### src/md5_pkg.sv
`timescale 1ns / 1ps
`default_nettype none
package md5_pkg;

    typedef enum logic [2:0] {
        ST_IDLE,
        ST_PAD,
        ST_ROUND,
        ST_FOLD,
        ST_EMIT
    } md5_state_t;

    // Commands from the controller to the datapath.
    typedef struct packed {
        logic       absorb;      // write input byte into the block
        logic       pad_write;   // write one padding byte at pad_pos
        logic [5:0] pad_pos;
        logic [7:0] pad_byte;
        logic       start;       // load working words from chaining words
        logic       round;       // run one round
        logic [5:0] round_idx;
        logic       fold;        // add working words into chaining words
        logic       init;        // restore initial chaining words
    } md5_cmd_t;

    localparam logic [31:0] INIT_A = 32'h67452301;
    localparam logic [31:0] INIT_B = 32'hefcdab89;
    localparam logic [31:0] INIT_C = 32'h98badcfe;
    localparam logic [31:0] INIT_D = 32'h10325476;

    localparam logic [5:0] LEN_POS = 6'd56;
    localparam logic [7:0] PAD_MARK = 8'h80;

    function automatic logic [31:0] round_const(input logic [5:0] r);
        logic [31:0] k;
        begin
            unique case (r)
                6'd0: k = 32'hd76aa478;  6'd1: k = 32'he8c7b756;
                6'd2: k = 32'h242070db;  6'd3: k = 32'hc1bdceee;
                6'd4: k = 32'hf57c0faf;  6'd5: k = 32'h4787c62a;
                6'd6: k = 32'ha8304613;  6'd7: k = 32'hfd469501;
                6'd8: k = 32'h698098d8;  6'd9: k = 32'h8b44f7af;
                6'd10: k = 32'hffff5bb1; 6'd11: k = 32'h895cd7be;
                6'd12: k = 32'h6b901122; 6'd13: k = 32'hfd987193;
                6'd14: k = 32'ha679438e; 6'd15: k = 32'h49b40821;
                6'd16: k = 32'hf61e2562; 6'd17: k = 32'hc040b340;
                6'd18: k = 32'h265e5a51; 6'd19: k = 32'he9b6c7aa;
                6'd20: k = 32'hd62f105d; 6'd21: k = 32'h02441453;
                6'd22: k = 32'hd8a1e681; 6'd23: k = 32'he7d3fbc8;
                6'd24: k = 32'h21e1cde6; 6'd25: k = 32'hc33707d6;
                6'd26: k = 32'hf4d50d87; 6'd27: k = 32'h455a14ed;
                6'd28: k = 32'ha9e3e905; 6'd29: k = 32'hfcefa3f8;
                6'd30: k = 32'h676f02d9; 6'd31: k = 32'h8d2a4c8a;
                6'd32: k = 32'hfffa3942; 6'd33: k = 32'h8771f681;
                6'd34: k = 32'h6d9d6122; 6'd35: k = 32'hfde5380c;
                6'd36: k = 32'ha4beea44; 6'd37: k = 32'h4bdecfa9;
                6'd38: k = 32'hf6bb4b60; 6'd39: k = 32'hbebfbc70;
                6'd40: k = 32'h289b7ec6; 6'd41: k = 32'heaa127fa;
                6'd42: k = 32'hd4ef3085; 6'd43: k = 32'h04881d05;
                6'd44: k = 32'hd9d4d039; 6'd45: k = 32'he6db99e5;
                6'd46: k = 32'h1fa27cf8; 6'd47: k = 32'hc4ac5665;
                6'd48: k = 32'hf4292244; 6'd49: k = 32'h432aff97;
                6'd50: k = 32'hab9423a7; 6'd51: k = 32'hfc93a039;
                6'd52: k = 32'h655b59c3; 6'd53: k = 32'h8f0ccc92;
                6'd54: k = 32'hffeff47d; 6'd55: k = 32'h85845dd1;
                6'd56: k = 32'h6fa87e4f; 6'd57: k = 32'hfe2ce6e0;
                6'd58: k = 32'ha3014314; 6'd59: k = 32'h4e0811a1;
                6'd60: k = 32'hf7537e82; 6'd61: k = 32'hbd3af235;
                6'd62: k = 32'h2ad7d2bb; 6'd63: k = 32'heb86d391;
                default: k = 32'h0;
            endcase
            return k;
        end
    endfunction

    function automatic logic [4:0] rot_amount(input logic [5:0] r);
        logic [4:0] s;
        begin
            unique case ({r[5:4], r[1:0]})
                4'd0: s = 5'd7;   4'd1: s = 5'd12;  4'd2: s = 5'd17;  4'd3: s = 5'd22;
                4'd4: s = 5'd5;   4'd5: s = 5'd9;   4'd6: s = 5'd14;  4'd7: s = 5'd20;
                4'd8: s = 5'd4;   4'd9: s = 5'd11;  4'd10: s = 5'd16; 4'd11: s = 5'd23;
                4'd12: s = 5'd6;  4'd13: s = 5'd10; 4'd14: s = 5'd15; 4'd15: s = 5'd21;
                default: s = 5'd0;
            endcase
            return s;
        end
    endfunction

endpackage
`default_nettype wire

### src/md5_if.sv
`timescale 1ns / 1ps
`default_nettype none
interface md5_in_if;
    logic       valid;
    logic       ready;
    logic       op;
    logic [7:0] data_byte;
    modport source (output valid, output op, output data_byte, input ready);
    modport sink (input valid, input op, input data_byte, output ready);
endinterface

interface md5_out_if;
    logic        valid;
    logic        ready;
    logic [31:0] digest_word;
    logic [1:0]  word_index;
    logic        last_word;
    modport source (output valid, output digest_word, output word_index,
                    output last_word, input ready);
    modport sink (input valid, input digest_word, input word_index,
                  input last_word, output ready);
endinterface
`default_nettype wire

### src/md5_datapath.sv
`timescale 1ns / 1ps
`default_nettype none
module md5_datapath (
    input  wire logic             clk,
    input  wire md5_pkg::md5_cmd_t cmd,
    input  wire logic [5:0]       wr_pos,
    input  wire logic [7:0]       in_byte,
    input  wire logic [1:0]       out_sel,
    output logic [31:0]           out_word
);
    // The block is held as sixteen little-endian words, written a byte at a time.
    logic [31:0] word_reg [16];
    logic [31:0] hash_reg [4];
    logic [31:0] a_reg, b_reg, c_reg, d_reg;
    logic [31:0] f, sum, rot, w;
    logic [3:0]  k;
    logic [5:0]  r;

    always_ff @(posedge clk)
    begin
        if (cmd.absorb)
        begin
            word_reg[wr_pos[5:2]][{wr_pos[1:0], 3'd0} +: 8] <= in_byte;
        end
        else if (cmd.pad_write)
        begin
            word_reg[cmd.pad_pos[5:2]][{cmd.pad_pos[1:0], 3'd0} +: 8] <= cmd.pad_byte;
        end
    end

    assign r = cmd.round_idx;

    always_comb
    begin
        case (r[5:4])
            2'd0:
            begin
                f = (b_reg & c_reg) | (~b_reg & d_reg);
                k = r[3:0];
            end
            2'd1:
            begin
                f = (d_reg & b_reg) | (~d_reg & c_reg);
                k = 4'((5 * r) + 1);
            end
            2'd2:
            begin
                f = b_reg ^ c_reg ^ d_reg;
                k = 4'((3 * r) + 5);
            end
            default:
            begin
                f = c_reg ^ (b_reg | ~d_reg);
                k = 4'(7 * r);
            end
        endcase
        w   = word_reg[k];
        sum = a_reg + f + md5_pkg::round_const(r) + w;
        rot = (sum << md5_pkg::rot_amount(r))
            | (sum >> (6'd32 - {1'b0, md5_pkg::rot_amount(r)}));
    end

    always_ff @(posedge clk)
    begin
        if (cmd.init)
        begin
            hash_reg[0] <= md5_pkg::INIT_A;
            hash_reg[1] <= md5_pkg::INIT_B;
            hash_reg[2] <= md5_pkg::INIT_C;
            hash_reg[3] <= md5_pkg::INIT_D;
        end
        else if (cmd.fold)
        begin
            hash_reg[0] <= hash_reg[0] + a_reg;
            hash_reg[1] <= hash_reg[1] + b_reg;
            hash_reg[2] <= hash_reg[2] + c_reg;
            hash_reg[3] <= hash_reg[3] + d_reg;
        end
        if (cmd.start)
        begin
            a_reg <= hash_reg[0];
            b_reg <= hash_reg[1];
            c_reg <= hash_reg[2];
            d_reg <= hash_reg[3];
        end
        else if (cmd.round)
        begin
            a_reg <= d_reg;
            d_reg <= c_reg;
            c_reg <= b_reg;
            b_reg <= b_reg + rot;
        end
    end

    assign out_word = hash_reg[out_sel];
endmodule
`default_nettype wire

### src/md5_control.sv
`timescale 1ns / 1ps
`default_nettype none
module md5_control (
    input  wire logic              clk,
    input  wire logic              rst_n,
    input  wire logic              in_valid,
    input  wire logic              in_op,
    output logic                   in_ready,
    output logic                   out_valid,
    input  wire logic              out_ready,
    output logic [1:0]             out_idx,
    output logic [5:0]             wr_pos,
    output md5_pkg::md5_cmd_t      cmd
);
    md5_pkg::md5_state_t state_reg, state_next;
    logic [5:0]  count_reg, count_next;
    logic [63:0] bits_reg, bits_next;
    logic [5:0]  pos_reg, pos_next;     // padding write pointer
    logic [5:0]  round_reg, round_next;
    logic        final_reg, final_next; // current compression is the last one
    logic        spill_reg, spill_next; // padding the second block of a spilled pad
    logic [1:0]  idx_reg, idx_next;
    logic        take;
    logic        rst_seen_reg;

    assign take = in_valid && in_ready;
    assign wr_pos = count_reg;
    assign out_idx = idx_reg;

    always_ff @(posedge clk or negedge rst_n)
    begin
        if (!rst_n)
        begin
            state_reg <= md5_pkg::ST_IDLE;
            count_reg <= '0;
            bits_reg <= '0;
            pos_reg <= '0;
            round_reg <= '0;
            final_reg <= 1'b0;
            spill_reg <= 1'b0;
            idx_reg <= '0;
            rst_seen_reg <= 1'b0;
        end
        else
        begin
            state_reg <= state_next;
            count_reg <= count_next;
            bits_reg <= bits_next;
            pos_reg <= pos_next;
            round_reg <= round_next;
            final_reg <= final_next;
            spill_reg <= spill_next;
            idx_reg <= idx_next;
            rst_seen_reg <= 1'b1;
        end
    end

    always_comb
    begin
        state_next = state_reg;
        count_next = count_reg;
        bits_next = bits_reg;
        pos_next = pos_reg;
        round_next = round_reg;
        final_next = final_reg;
        spill_next = spill_reg;
        idx_next = idx_reg;
        unique case (state_reg)
            md5_pkg::ST_IDLE:
            begin
                if (take && !in_op)
                begin
                    bits_next = bits_reg + 64'd8;
                    count_next = count_reg + 6'd1;
                    if (count_reg == 6'd63)
                    begin
                        final_next = 1'b0;
                        round_next = '0;
                        state_next = md5_pkg::ST_ROUND;
                    end
                end
                else if (take)
                begin
                    pos_next = count_reg;
                    state_next = md5_pkg::ST_PAD;
                end
            end
            md5_pkg::ST_PAD:
            begin
                pos_next = pos_reg + 6'd1;
                if (pos_reg == 6'd63)
                begin
                    // Either the length block is done or the marker spilled over.
                    final_next = (count_reg < md5_pkg::LEN_POS);
                    count_next = md5_pkg::LEN_POS;
                    spill_next = 1'b0;
                    round_next = '0;
                    state_next = md5_pkg::ST_ROUND;
                end
            end
            md5_pkg::ST_ROUND:
            begin
                round_next = round_reg + 6'd1;
                if (round_reg == 6'd63)
                begin
                    state_next = md5_pkg::ST_FOLD;
                end
            end
            md5_pkg::ST_FOLD:
            begin
                if (final_reg)
                begin
                    idx_next = '0;
                    state_next = md5_pkg::ST_EMIT;
                end
                else if (count_reg == md5_pkg::LEN_POS)
                begin
                    // Overflowed padding: second block is zeros plus length.
                    count_next = '0;
                    spill_next = 1'b1;
                    pos_next = '0;
                    state_next = md5_pkg::ST_PAD;
                end
                else
                begin
                    state_next = md5_pkg::ST_IDLE;
                end
            end
            md5_pkg::ST_EMIT:
            begin
                if (out_ready)
                begin
                    idx_next = idx_reg + 2'd1;
                    if (idx_reg == 2'd3)
                    begin
                        count_next = '0;
                        bits_next = '0;
                        state_next = md5_pkg::ST_IDLE;
                    end
                end
            end
            default:
            begin
                state_next = md5_pkg::ST_IDLE;
            end
        endcase
    end

    // Pad byte for position p: marker at the stop point, length from 56 up if stop < 56.
    // The second block of a spilled pad starts at zero and carries no marker.
    always_comb
    begin
        cmd = '0;
        in_ready = 1'b0;
        out_valid = 1'b0;
        unique case (state_reg)
            md5_pkg::ST_IDLE:
            begin
                in_ready = rst_seen_reg;
                cmd.absorb = take && !in_op;
                cmd.start = take && !in_op && (count_reg == 6'd63);
                // The chaining words are loaded at the first clock edge out of reset.
                cmd.init = !rst_seen_reg;
            end
            md5_pkg::ST_PAD:
            begin
                cmd.pad_pos = pos_reg;
                if (pos_reg < count_reg)
                begin
                    cmd.pad_write = 1'b0;
                end
                else
                begin
                    cmd.pad_write = 1'b1;
                end
                if (pos_reg == count_reg && !spill_reg)
                begin
                    cmd.pad_byte = md5_pkg::PAD_MARK;
                end
                else if (pos_reg >= md5_pkg::LEN_POS && count_reg < md5_pkg::LEN_POS)
                begin
                    cmd.pad_byte = bits_reg[{pos_reg[2:0], 3'd0} +: 8];
                end
                else
                begin
                    cmd.pad_byte = 8'h00;
                end
                cmd.start = (pos_reg == 6'd63);
            end
            md5_pkg::ST_ROUND:
            begin
                cmd.round = 1'b1;
                cmd.round_idx = round_reg;
            end
            md5_pkg::ST_FOLD:
            begin
                cmd.fold = 1'b1;
            end
            md5_pkg::ST_EMIT:
            begin
                out_valid = 1'b1;
                cmd.init = out_ready && (idx_reg == 2'd3);
            end
            default:
            begin
                cmd = '0;
            end
        endcase
    end

`ifndef ASSERT_OFF
    a_no_take_busy: assert property (@(posedge clk) disable iff (!rst_n)
        (state_reg != md5_pkg::ST_IDLE) |-> !in_ready)
        else $error("input taken while busy");
    a_round_order: assert property (@(posedge clk) disable iff (!rst_n)
        (state_reg == md5_pkg::ST_ROUND && round_reg != 6'd63)
        |=> (state_reg == md5_pkg::ST_ROUND && round_reg == $past(round_reg) + 6'd1))
        else $error("round counter skipped");
    a_emit_last: assert property (@(posedge clk) disable iff (!rst_n)
        (state_reg == md5_pkg::ST_EMIT && out_ready && idx_reg == 2'd3)
        |=> (state_reg == md5_pkg::ST_IDLE && count_reg == 6'd0 && bits_reg == 64'd0))
        else $error("state not reinitialised after digest");
`endif
endmodule
`default_nettype wire

### src/md5_message_digest.sv
`timescale 1ns / 1ps
`default_nettype none
// Channel  Dir  Payload
// in_ch    in   op, data_byte
// out_ch   out  digest_word, word_index, last_word
//
// An absorbed byte is written into the block; every 64th byte starts the round unit
// (one round a cycle) and then the final addition.
// Finish with n bytes held writes padding from position n to the block end, then
// compresses; from n = 56 up the length spills into a second block, which is padded
// and compressed again. Then four output transfers, one a cycle at best.
// Reset is asynchronous; input ready rises after the first clock edge out of reset.
// A stalled output simply holds the current digest word, and input waits meanwhile.
module md5_message_digest (
    input wire logic    clk,
    input wire logic    rst_n,
    md5_in_if.sink      in_ch,
    md5_out_if.source   out_ch
);
    md5_pkg::md5_cmd_t cmd;
    logic [5:0]  wr_pos;
    logic [1:0]  out_idx;
    logic [31:0] out_word;

    md5_control u_ctrl (
        .clk       (clk),
        .rst_n     (rst_n),
        .in_valid  (in_ch.valid),
        .in_op     (in_ch.op),
        .in_ready  (in_ch.ready),
        .out_valid (out_ch.valid),
        .out_ready (out_ch.ready),
        .out_idx   (out_idx),
        .wr_pos    (wr_pos),
        .cmd       (cmd)
    );

    md5_datapath u_dp (
        .clk      (clk),
        .cmd      (cmd),
        .wr_pos   (wr_pos),
        .in_byte  (in_ch.data_byte),
        .out_sel  (out_idx),
        .out_word (out_word)
    );

    assign out_ch.digest_word = out_word;
    assign out_ch.word_index = out_idx;
    assign out_ch.last_word = (out_idx == 2'd3);
endmodule
`default_nettype wire
### src/flat_wrapper.sv
// flat-port wrapper written by rule: the top's interface ports become plain ports
module md5_message_digest_flat 
  (clk, rst_n, in_ch_valid, in_ch_op, in_ch_data_byte, in_ch_ready, out_ch_valid, out_ch_digest_word, out_ch_word_index, out_ch_last_word, out_ch_ready);
  md5_in_if in_ch_i ();
  md5_out_if out_ch_i ();
  input wire logic clk;
  input wire logic rst_n;
  input wire logic [$bits(in_ch_i.valid)-1:0] in_ch_valid;
  input wire logic [$bits(in_ch_i.op)-1:0] in_ch_op;
  input wire logic [$bits(in_ch_i.data_byte)-1:0] in_ch_data_byte;
  output wire logic [$bits(in_ch_i.ready)-1:0] in_ch_ready;
  output wire logic [$bits(out_ch_i.valid)-1:0] out_ch_valid;
  output wire logic [$bits(out_ch_i.digest_word)-1:0] out_ch_digest_word;
  output wire logic [$bits(out_ch_i.word_index)-1:0] out_ch_word_index;
  output wire logic [$bits(out_ch_i.last_word)-1:0] out_ch_last_word;
  input wire logic [$bits(out_ch_i.ready)-1:0] out_ch_ready;
  assign in_ch_i.valid = in_ch_valid;
  assign in_ch_i.op = in_ch_op;
  assign in_ch_i.data_byte = in_ch_data_byte;
  assign in_ch_ready = in_ch_i.ready;
  assign out_ch_valid = out_ch_i.valid;
  assign out_ch_digest_word = out_ch_i.digest_word;
  assign out_ch_word_index = out_ch_i.word_index;
  assign out_ch_last_word = out_ch_i.last_word;
  assign out_ch_i.ready = out_ch_ready;
  md5_message_digest u_core (.clk(clk), .rst_n(rst_n), .in_ch(in_ch_i), .out_ch(out_ch_i));
endmodule
### config.mk
export PLATFORM = sky130hd
export DESIGN_NAME = md5_message_digest_flat
export DESIGN_NICKNAME = d
export VERILOG_FILES = /design/src/md5_pkg.sv /design/src/md5_if.sv /design/src/md5_datapath.sv /design/src/md5_control.sv /design/src/md5_message_digest.sv /design/src/flat_wrapper.sv
export SDC_FILE = /design/constraint.sdc
export NUM_CORES = 2
export LEC_CHECK = 0
export ABC_CLOCK_PERIOD_IN_PS = 29700
export BUFFER_PORTS_ARGS = -buffer_cell sky130_fd_sc_hd__buf_2
export CORE_MARGIN = 10
export CORE_UTILIZATION = 44
export DETAILED_ROUTE_END_ITERATION = 16
export GPL_ROUTABILITY_DRIVEN = 0
export RECOVER_POWER = 100
export SLEW_MARGIN = 15
export SYNTH_ARGS = -nofsm -noshare
export SYNTH_HDL_FRONTEND = slang
export SYNTH_SLANG_ARGS = --single-unit
export TNS_END_PERCENT = 50
### constraint.sdc
create_clock -name clk -period 29.7 [get_ports clk]
set_input_delay 1.485 -clock clk [delete_from_list [all_inputs] [get_ports clk]]
set_output_delay 1.485 -clock clk [all_outputs]
set_load 0.01 [all_outputs]
==> PnR_summary.wiki <==
{| class="wikitable"
! Metric !! Value
|-
| Number of synthesized register bits || 855
|-
| Achievable clock frequency || slightly above 0.05 GHz
|-
| Part of the power in combinational logic || between 30% and 40%
|-
| Worst-path fanout max || 71
|-
| Mapped Cells || roughly 5,800
|-
| Most common cell on crit path || sky130_fd_sc_hd__a21oi_1
|-
| Deepest level of the CTS H-tree || 3
|-
| Initial core utilization || 44.3%
|-
| P_sw || around 1.4 mW
|-
| Violations in the final reports || max-capacitance violations, max-slew violations
|-
| Result of the run || complete, but fails checks
|-
| Initial antenna violation count || 6
|-
| Leading cell types in the layout, fill and taps excluded || sky130_fd_sc_hd__nand2_1 (1,028), sky130_fd_sc_hd__edfxtp_1 (768), sky130_fd_sc_hd__nor2_1 (448)
|-
| Worst setup SP type || flip-flop
|-
| Number of failing setup endpoints in the final timing report || 0
|-
| Crit path from || u_core.u_ctrl.state_reg[1]
|-
| Worst-path clk slew || around 0.070 ns
|-
| Origin of the critical flop-to-flop path || u_core.u_ctrl.state_reg[1]
|-
| Period Utilization, post-route || between 60% and 70%
|-
| Critical setup path kind || flip-flop to flip-flop
|-
| FFs w/ async S/R, synth || around 10%
|-
| Vias in the first global route || about 43,000
|-
| Slew at the pin closest to its max-slew limit || between 8 and 9 ns
|-
| Total power divided by cell area || about 66 nW/um^2
|-
| Detail Route Antenna Nets || 0
|-
| Largest register FFs || approximately 500
|-
| Sink Count || between 800 and 900
|-
| Post-CTS setup buffers || 0
|-
| R2R setup slack || between 10 and 15 ns
|-
| Number of maximum-capacitance constraint violations || 16
|-
| Count of port buffers added during placement || 49
|-
| Worst rel slew slack || -460%
|-
| Hold path startpoint || u_core.u_ctrl.bits_reg[63]
|-
| Sw frac || a little over a third
|-
| Post-synthesis cell type with the largest combined area || sky130_fd_sc_hd__edfxtp_1
|-
| Final core utilization || 47.9%
|-
| Most common cell after layout, fill and taps aside || sky130_fd_sc_hd__nand2_1
|-
| Cell types occupying the most area after synthesis || sky130_fd_sc_hd__edfxtp_1 (42%), sky130_fd_sc_hd__nand2_1 (7.0%), sky130_fd_sc_hd__ha_1 (5.3%)
|-
| Number of pins exceeding their max-slew limit in the final report || just under 1,000
|-
| Number of warning messages in the yosys log || 0
|-
| Synthesized cell area || about 56,000 um^2
|-
| Count of cells resized by post-cts repair || 0
|-
| Worst path max stage delay || approximately 2.3 ns
|-
| Part of the power in the clock network || a little under a third
|-
| Worst-Skew Late Latency || between 0.7 and 0.8 ns
|-
| Post-synthesis sequential area ratio || around 45%
|-
| First-iteration detailed-routing DRC count || approximately 5,700
|-
| Number of placement rows || 130
|-
| Cell at the slowest stage of the critical path || sky130_fd_sc_hd__clkbuf_1
|-
| Maximum buffer depth of the clock tree || 3
|-
| Peak supply drop || 0.0000766 V
|-
| RSZ-0062 raised after global routing || false
|-
| Post-route DRC || 0
|-
| Antenna diode instance count || 0
|-
| Die span in x || between 300 and 400 um
|-
| Post-route setup slack || between 10 and 15 ns
|-
| Category of the worst setup path capture point || flip-flop
|-
| Average wire per cell in the routed design || between 20 and 25 um
|-
| Post-layout net count || 5,999
|-
| Net Count, Synth || 6,127
|-
| Tot GR Track Use || 24.4%
|-
| Number of buffer and inverter instances along the worst setup path || 6
|-
| Hold Violations, Final || 0
|-
| Drt first pass iters || 9
|-
| Vertical die dimension || 375 um
|-
| Cell type group with the largest total delay on the critical path || compound AO/OA/AOI/OAI gates
|-
| Path length in cells of the critical path || 44
|-
| Number of flops mapped to enable cells by yosys || approximately 770
|-
| Top-level port count || 50
|-
| Via count normalized by instance count || 6.19
|-
| Synth Flop Type || sky130_fd_sc_hd__edfxtp_1
|-
| Part of the total power dissipated in sequential elements || between 30% and 40%
|-
| Leakage power || approximately 22 nW
|-
| Cell at the root of the clock tree || sky130_fd_sc_hd__clkbuf_16
|-
| CTS tree || yes
|-
| CP Data Arrival Time || between 15 and 20 ns
|-
| Die area || roughly 140,000 um^2
|-
| Standard cell core area || roughly 130,000 um^2
|-
| TritonCTS buffer count || 94
|-
| Global-route wire length before repair || ~270,000 um
|-
| Worst clock skew on the final layout || ~0.035 ns
|-
| Remaining global-route overflow || 0
|-
| Area Overhead vs Synth || 8.25%
|-
| Kind of path behind the tightest hold check || flip-flop to flip-flop
|-
| Hold depth || 2
|-
| Internal || about 2.6 mW
|-
| Half-perimeter wire length after detailed placement || around 120,000 um
|-
| Fin crit period || 19.40 ns
|-
| Reg2reg end || u_core.u_dp.b_reg[31]
|-
| Largest net degree at the start of global routing || around 170
|-
| Number of distinct standard cells referenced by the synthesized netlist || between 90 and 100
|-
| Mapped Avg Cell Area || approximately 9.6 um^2
|-
| Hold Slack || about 0.55 ns
|-
| Vias || around 46,000
|-
| Count of hold buffers inserted by post-cts repair || 0
|-
| Post-Route Setup TNS || 0 ns
|-
| Required time reported for the critical path endpoint || about 30 ns
|-
| Post-Place Worst Slack || approximately 16 ns
|-
| Count of cells along the worst register-to-register path || 44
|-
| Routed wire length || around 180,000 um
|-
| End point of the worst hold path || u_core.u_ctrl.bits_reg[63]
|-
| Fraction of synthesized cell area taken by the top area cell type || between 40% and 50%
|-
| Proportion of layout cells with a drive suffix above 1 || 6.12%
|}
stage by stage:
stage                     total power [mW]  area [um^2]  cells
final                                 3.98        60100   7406
after global routing                  4.17        60100   7406
after CTS                             3.97        60300   7405
after detailed placement              2.78        57200   7230
after global placement                2.76        57200   7230
after floorplan                       2.40        55500   5805
per-layer routing:
metal / GRT usage [%] / vias up / wire (um)
met2: 37.0 / 2147 / 78800
met1: 33.5 / 22400 / 75400
met4: 10.8 / 8 / 8210
met5: 0.343 / - / 96
met3: 4.89 / 395 / 15500
li1: - / 20900 / -
synth_stat cells (all sizes together), types with 52 or more instances:
master	instances
clkbuf	290
a31oi	68
a21oi	372
dfrtp	87
o22ai	81
a311oi	105
o21ai	379
xor2	137
and3	92
xnor2	115
mux2i	54
a21o	84
nor2	452
or3	60
a211oi	52
buf	54
edfxtp	768
fa	72
inv	278
ha	237
nor3	78
nand2	1029
nand3	212
layout make-up:
cell class / count / area (um^2)
Fill cell: 11700 / 65300
Multi-Input combinational cell: 4326 / 27900
Sequential cell: 855 / 25300
Clock buffer: 119 / 2500
Tap cell: 1650 / 2060
Inverter: 280 / 1050
Timing Repair Buffer: 120 / 709
Clock inverter: 56 / 601
worst max path at each step:
stage	endpoint	slack [ns]
after floorplan	u_core.u_dp.b_reg[31]	17.81
after global placement	u_core.u_dp.b_reg[30]	15.98
after detailed placement	u_core.u_dp.b_reg[31]	15.70
after CTS	u_core.u_dp.b_reg[31]	15.67
after global routing	u_core.u_dp.b_reg[31]	9.22
final	u_core.u_dp.b_reg[31]	10.30
power by group through the flow:
stage               registers [mW]  logic (mW)  clock network, mW
floorplan                     1.50       0.904                  0
global placement              1.53        1.23                  0
detailed placement            1.53        1.25                  0
CTS                           1.51        1.26               1.21
global route                  1.52        1.39               1.26
finish                        1.51        1.27               1.20
kinds of logic after synthesis:
logic type,after synthesis,synth area share (%)
AOI/OAI and AO/OA,1504,17.5
and+or+nand+nor,2101,16.6
muxes,156,4.08
other,1,0.00676
xor gates and xnor gates,255,4.10
buffers and inverters,624,4.27
adders and majority gates,309,7.94
DFF,855,45.5
worst register-to-register path: cells and delay by family, from the launching register on:
kind / cells / cell delay (ns)
XOR/XNOR: 2 / 0.75
flip-flops: 1 / 0.68
buffers and inverters: 6 / 3.27
adder cells (fa/ha/maj): 6 / 2.56
multiplexers: 3 / 1.19
AND/OR/NAND/NOR: 6 / 4.68
AO/OA/AOI/OAI: 21 / 5.91
Power figures use the tool's default switching activity.
